### src/rtl/swk_pkg.sv
package swk_pkg;

  localparam int CORDIC_STEPS = 16;
  localparam int CORDIC_N     = (CORDIC_STEPS < 24) ? CORDIC_STEPS : 24;
  localparam int STEP_W       = 5;
  localparam int ROOT_TOP     = 16;
  localparam int CFG_AW       = 4;

  localparam logic [15:0] HALF_RESET    = 16'd3712;
  localparam logic [15:0] TIMEOUT_RESET = 16'd500;

  localparam logic [1:0] REG_HALF_LENGTH = 2'd0;
  localparam logic [1:0] REG_HALF_WIDTH  = 2'd1;
  localparam logic [1:0] REG_TIMEOUT     = 2'd2;

  typedef struct packed {
    logic               active;
    logic signed [15:0] vel_x;
    logic signed [15:0] vel_y;
    logic signed [15:0] turn_rate;
    logic [15:0]        command_age_ms;
  } in_word_t;

  typedef struct packed {
    logic [15:0]        fl_speed;
    logic [15:0]        fr_speed;
    logic [15:0]        rl_speed;
    logic [15:0]        rr_speed;
    logic signed [15:0] fl_angle;
    logic signed [15:0] fr_angle;
    logic signed [15:0] rl_angle;
    logic signed [15:0] rr_angle;
    logic               angles_valid;
  } out_word_t;

  typedef struct packed {
    logic [15:0] half_length;
    logic [15:0] half_width;
    logic [15:0] timeout_ms;
  } cfg_t;

  typedef enum logic [3:0] {
    OP_NONE, OP_LOAD, OP_MULA, OP_MULB, OP_SAT, OP_SQ1, OP_SQ2, OP_ROOT,
    OP_RND, OP_CINIT, OP_CSTEP, OP_CRND, OP_PUB, OP_PUBZ
  } op_t;

  typedef struct packed {
    op_t               op;
    logic [1:0]        pair;
    logic [STEP_W-1:0] step;
  } cmd_t;

  typedef enum logic [3:0] {
    S_IDLE, S_MULA, S_MULB, S_SAT, S_SQ1, S_SQ2, S_ROOT, S_RND,
    S_CINIT, S_CSTEP, S_CRND, S_DONE, S_HALT
  } state_t;

  function automatic logic signed [15:0] sat16(input logic signed [25:0] v);
    logic signed [15:0] r;
    if (v > 26'sd32767) r = 16'sh7FFF;
    else if (v < -26'sd32768) r = 16'sh8000;
    else r = v[15:0];
    return r;
  endfunction

  function automatic logic [31:0] atan_lut(input logic [STEP_W-1:0] i);
    logic [31:0] r;
    case (i)
      5'd0:  r = 32'd536870912;
      5'd1:  r = 32'd316933406;
      5'd2:  r = 32'd167458907;
      5'd3:  r = 32'd85004756;
      5'd4:  r = 32'd42667331;
      5'd5:  r = 32'd21354465;
      5'd6:  r = 32'd10679838;
      5'd7:  r = 32'd5340245;
      5'd8:  r = 32'd2670163;
      5'd9:  r = 32'd1335087;
      5'd10: r = 32'd667544;
      5'd11: r = 32'd333772;
      5'd12: r = 32'd166886;
      5'd13: r = 32'd83443;
      5'd14: r = 32'd41722;
      5'd15: r = 32'd20861;
      5'd16: r = 32'd10430;
      5'd17: r = 32'd5215;
      5'd18: r = 32'd2608;
      5'd19: r = 32'd1304;
      5'd20: r = 32'd652;
      5'd21: r = 32'd326;
      5'd22: r = 32'd163;
      5'd23: r = 32'd81;
      default: r = 32'd0;
    endcase
    return r;
  endfunction

endpackage

### src/rtl/swk_ctrl.sv
module swk_ctrl (
  input  logic           clk,
  input  logic           rst_n,
  input  logic           in_valid,
  input  logic           in_active,
  output logic           in_ready,
  input  logic           out_ready,
  output logic           out_valid,
  output swk_pkg::cmd_t  cmd
);
  import swk_pkg::*;

  state_t            state_r, state_nxt;
  logic [1:0]        pair_r, pair_nxt;
  logic [STEP_W-1:0] step_r, step_nxt;
  logic              halted_r, halted_nxt;
  logic              out_valid_r, out_valid_nxt;
  logic              can_pub;

  always_ff @(posedge clk) begin
    if (!rst_n) begin
      state_r     <= S_IDLE;
      pair_r      <= '0;
      step_r      <= '0;
      halted_r    <= 1'b0;
      out_valid_r <= 1'b0;
    end else begin
      state_r     <= state_nxt;
      pair_r      <= pair_nxt;
      step_r      <= step_nxt;
      halted_r    <= halted_nxt;
      out_valid_r <= out_valid_nxt;
    end
  end

  assign can_pub = !out_valid_r || out_ready;

  always_comb begin
    state_nxt     = state_r;
    pair_nxt      = pair_r;
    step_nxt      = step_r;
    halted_nxt    = halted_r;
    out_valid_nxt = out_valid_r && !out_ready;
    in_ready      = 1'b0;
    cmd.op        = OP_NONE;
    cmd.pair      = pair_r;
    cmd.step      = step_r;
    case (state_r)
      S_IDLE: begin
        in_ready = 1'b1;
        if (in_valid) begin
          if (in_active) begin
            halted_nxt = 1'b0;
            cmd.op     = OP_LOAD;
            state_nxt  = S_MULA;
          end else if (!halted_r) begin
            halted_nxt = 1'b1;
            state_nxt  = S_HALT;
          end
        end
      end
      S_MULA: begin
        cmd.op    = OP_MULA;
        state_nxt = S_MULB;
      end
      S_MULB: begin
        cmd.op    = OP_MULB;
        state_nxt = S_SAT;
      end
      S_SAT: begin
        cmd.op    = OP_SAT;
        pair_nxt  = '0;
        state_nxt = S_SQ1;
      end
      S_SQ1: begin
        cmd.op    = OP_SQ1;
        state_nxt = S_SQ2;
      end
      S_SQ2: begin
        cmd.op    = OP_SQ2;
        step_nxt  = STEP_W'(ROOT_TOP);
        state_nxt = S_ROOT;
      end
      S_ROOT: begin
        cmd.op = OP_ROOT;
        if (step_r == '0) state_nxt = S_RND;
        else step_nxt = step_r - 1'b1;
      end
      S_RND: begin
        cmd.op    = OP_RND;
        state_nxt = S_CINIT;
      end
      S_CINIT: begin
        cmd.op    = OP_CINIT;
        step_nxt  = '0;
        state_nxt = S_CSTEP;
      end
      S_CSTEP: begin
        cmd.op = OP_CSTEP;
        if (step_r == STEP_W'(CORDIC_N - 1)) state_nxt = S_CRND;
        else step_nxt = step_r + 1'b1;
      end
      S_CRND: begin
        cmd.op = OP_CRND;
        if (pair_r == 2'd3) begin
          state_nxt = S_DONE;
        end else begin
          pair_nxt  = pair_r + 1'b1;
          state_nxt = S_SQ1;
        end
      end
      S_DONE: begin
        if (can_pub) begin
          cmd.op        = OP_PUB;
          out_valid_nxt = 1'b1;
          state_nxt     = S_IDLE;
        end
      end
      S_HALT: begin
        if (can_pub) begin
          cmd.op        = OP_PUBZ;
          out_valid_nxt = 1'b1;
          state_nxt     = S_IDLE;
        end
      end
      default: state_nxt = S_IDLE;
    endcase
  end

  assign out_valid = out_valid_r;

`ifndef SYNTHESIS
  a_halt_sets_flag: assert property (@(posedge clk) disable iff (!rst_n)
    (state_r == S_HALT) |-> halted_r)
    else $error("halt result pending while not halted");
  a_active_clears: assert property (@(posedge clk) disable iff (!rst_n)
    (state_r == S_IDLE && in_valid && in_active) |=> (state_r == S_MULA && !halted_r))
    else $error("active word did not start work");
  a_step_range: assert property (@(posedge clk) disable iff (!rst_n)
    (state_r == S_CSTEP) |-> (step_r < STEP_W'(CORDIC_N)))
    else $error("cordic step out of range");
  a_pub_valid: assert property (@(posedge clk) disable iff (!rst_n)
    (cmd.op == OP_PUB || cmd.op == OP_PUBZ) |=> out_valid)
    else $error("published result not valid");
`endif
endmodule

### config.mk
export PLATFORM = sky130hd
export DESIGN_NAME = swk_ctrl
export DESIGN_NICKNAME = d
export VERILOG_FILES = /design/src/rtl/swk_pkg.sv /design/src/rtl/swk_ctrl.sv
export SDC_FILE = /design/constraint.sdc
export NUM_CORES = 1
export LEC_CHECK = 0
export BUFFER_PORTS_ARGS = -buffer_cell sky130_fd_sc_hd__buf_2
export CORE_ASPECT_RATIO = 0.75
export CORE_UTILIZATION = 45
export CTS_BUF_LIST = sky130_fd_sc_hd__clkbuf_4
export DETAILED_ROUTE_END_ITERATION = 8
export PLACE_DENSITY = 0.64
export REMOVE_ABC_BUFFERS = 1
export SLEW_MARGIN = 10
export SYNTH_ARGS = -nofsm -noshare
export SYNTH_HDL_FRONTEND = slang
export SYNTH_SLANG_ARGS = --single-unit
### constraint.sdc
create_clock -name clk -period 2.3 [get_ports clk]
set_clock_uncertainty 0.1 [all_clocks]
set_input_delay 0.115 -clock clk [delete_from_list [all_inputs] [get_ports clk]]
set_output_delay 0.115 -clock clk [all_outputs]
set_load 0.01 [all_outputs]
==> impl_results.md <==
- RSZ-0062 raised after global routing: no
- Layout area overhead: 10.48%
- # setup viols final: 0
- Critical path class: reg -> out
- Gate Count Post-Synth: 143
- Final Power: 1.483 mW
- Synth Warn #: 0
- Final Hold Viols: 0
- Top-count cell post-synth: nor2_1
- Crit. End Element: output port
- # resized after CTS: 0
- Gr usage total: 21.44%
- Maxcap violations: 0
- Setup Fix Bufs, Post-CTS: 0
- Clock transition at path regs: 80 ps
- Logic pwr share: 67.1%
- Cells after DPL: 190
- Clock Path Buffers: 2
- Post-synth EDFFs: 0
- Initial Util: 49.61%
- Routed Antenna Nets: 0
- CTS Buf Count: 3
- Synth cell count leaders: nor2_1, a21oi_1, dfxtp_1, nand2_1, inv_1
- CTS tree: yes
- Synth area leader: dfxtp_1
- Worst-margin pin slew: 397.6 ps
- Residual DRC: 0
- Post-CTS Hold Fix Bufs: 0
- Mean Syn Cell Area: 8.268 um^2
- Area share of the largest cell type after synthesis: 22.01%
- Initial antenna violation count: 0
- Die height: 46.39 um
- FILL cells: 236
- Drt pass-1 iters: 4
- Largest net degree at the start of global routing: 22
- Hold Path Origin: rst_n
- Fin Setup TNS: 0 ps
- Seq pwr share: 22.1%
- Crit. Startpoint: state_r[0]
- Pint: 771.7 uW
- Fin Hold WS: 41.99 ps
- Grt ovf: 0
- Crit share post-route: 96.36%
- Net Switching: 711.0 uW
- Core Region: 2384 um^2
- Die X: 61.19 um
- Async S/R FF share, synth: 0%
- Worst slew margin: 73.30%
- HP Class: in -> reg
- Sequential element share of the synthesized area: 22.01%
- Status: completed
- # nets final: 172
- Max Clk Rate: 0.4512 GHz
- Via count of the first global-routing pass: 915
- Gp weighted congestion: 0.9367
- Synth area leaders: dfxtp_1, a21oi_1, ha_1
- PnR worst setup slack: 83.76 ps
- DRT iter0 DRCs: 80
- Post-layout util: 54.80%
- Worst vdd ir: 0.5430 mV
- Detail Placement HPWL: 2031 um
- Via density: 5.613
- Worst EP arrival: 2000 ps
- Pwr per Cell Area: 1135 nW/um^2
- Place WS: 256.6 ps
- Critical path peak fanout: 19
- Post-Layout Cell Count: 194
- Ant diodes: 0
- Die area: 2839 um^2
- Dpl cell area: 1276 um^2
- Synth cell types: 52
- Main synth FF type: dfxtp_1
- Flops & latches, synth: 13
- Htree depth: 1
- Root buffer cell: clkbuf_4
- First-pass GRT wire length: 4374 um
- Leak: 0.5424 nW
- Switching Fraction: 47.95%
- Part of the power in the clock network: 10.7%
- Boundary Pins: 18
- Seq. cell area: 260.3 um^2
- Layout cell share with drive strength beyond 1: 25.00%
- Final Max Slew Viols: 0
- FF-to-FF Start: state_r[3]
- Mean routed wirelength per cell: 14.13 um
- IO Port Bufs: 17
- Final Instance Area: 1306 um^2
- Startpoint Class: register
- CP required: 2090 ps
- Final wirelength: 2742 um
- Min Tclk post-route: 2216 ps
- Post-Syn Area: 1182 um^2
- Footprint of the multi-input gates: 820.8 um^2
- FP Rows: 15
- Via total after detailed routing: 1089
- Clock Latency Late Sink: 290 ps
- Clock tree sinks: 13
-- power by group through the flow --
stage | Clock (mW) | Combinational (mW) | Sequential [mW]
4_1_cts | 0.163 | 0.993 | 0.328
3_3_place_gp | 0 | 0.974 | 0.329
6_report | 0.159 | 0.995 | 0.328
5_1_grt | 0.171 | 1.10 | 0.335
3_5_place_dp | 0 | 0.989 | 0.334
2_1_floorplan | 0 | 0.587 | 0.458
-- worst max-delay path: stages (launching register included) --
cell and delay [ps]:
dfxtp_1 320, buf_4 210, nor4_4 450, nand3_2 160, a21oi_2 140, nor2_1 50, a211oi_1 210, buf_2 170
-- cell families (layout without fill, tap and decap cells) --
kind of cell | count (synthesis) | after routing | share of synthesized area (%)
mux | 6 | 6 | 5.185
flops | 13 | 13 | 22.01
fa+ha+maj | 6 | 6 | 6.984
xor+xnor | 3 | 3 | 2.858
compound gates | 42 | 42 | 26.88
simple gates | 56 | 56 | 27.51
buf+inv | 17 | 34 | 8.571
-- flip-flops by register name, summed over array words and instances, names as in the netlist --
name,flops
halted_r,1
out_valid,1
pair_r,2
state_r,4
step_r,5
-- final timing paths --
path | end | slack, ps | cells past startpoint
worst max-delay path | cmd[7] | 80 | 7
worst min register to register | pair_r[1] | 450 | 2
worst max register to register | step_r[4] | 220 | 9
worst min-delay path | out_valid | 40 | 2
-- area by class of cell --
| type | instances | area share (%) |
|---|---|---|
| Timing Repair Buffer | 22 | 9.387 |
| Clock buffer | 4 | 2.299 |
| Sequential cell | 13 | 19.92 |
| Inverter | 8 | 2.299 |
| Tap cell | 34 | 3.257 |
| Multi-Input combinational cell | 113 | 62.84 |
-- cells in the final DEF (no fill, tap or decap), drive strengths merged, types with 2 or more instances in the layout --
master / instances
dfxtp: 13
buf: 22
and3b: 2
a311oi: 3
inv: 7
o21ai: 6
mux2i: 5
o211ai: 2
nand3: 3
nor2: 16
or3: 2
nand4: 2
a211oi: 3
clkbuf: 4
ha: 5
a21oi: 15
a21o: 2
nor3: 2
xor2: 3
nand2b: 2
nand2: 14
o2111ai: 2
nor2b: 6
-- layer usage --
layer / up-vias / global-route usage (%) / wire [um]
met2: 29 / 31.09 / 1199
met5: - / 0 / 0
met1: 506 / 31.48 / 1365
li1: 549 / - / -
met4: 0 / 4.091 / 17
met3: 5 / 5.899 / 159
Power figures use the tool's default switching activity.
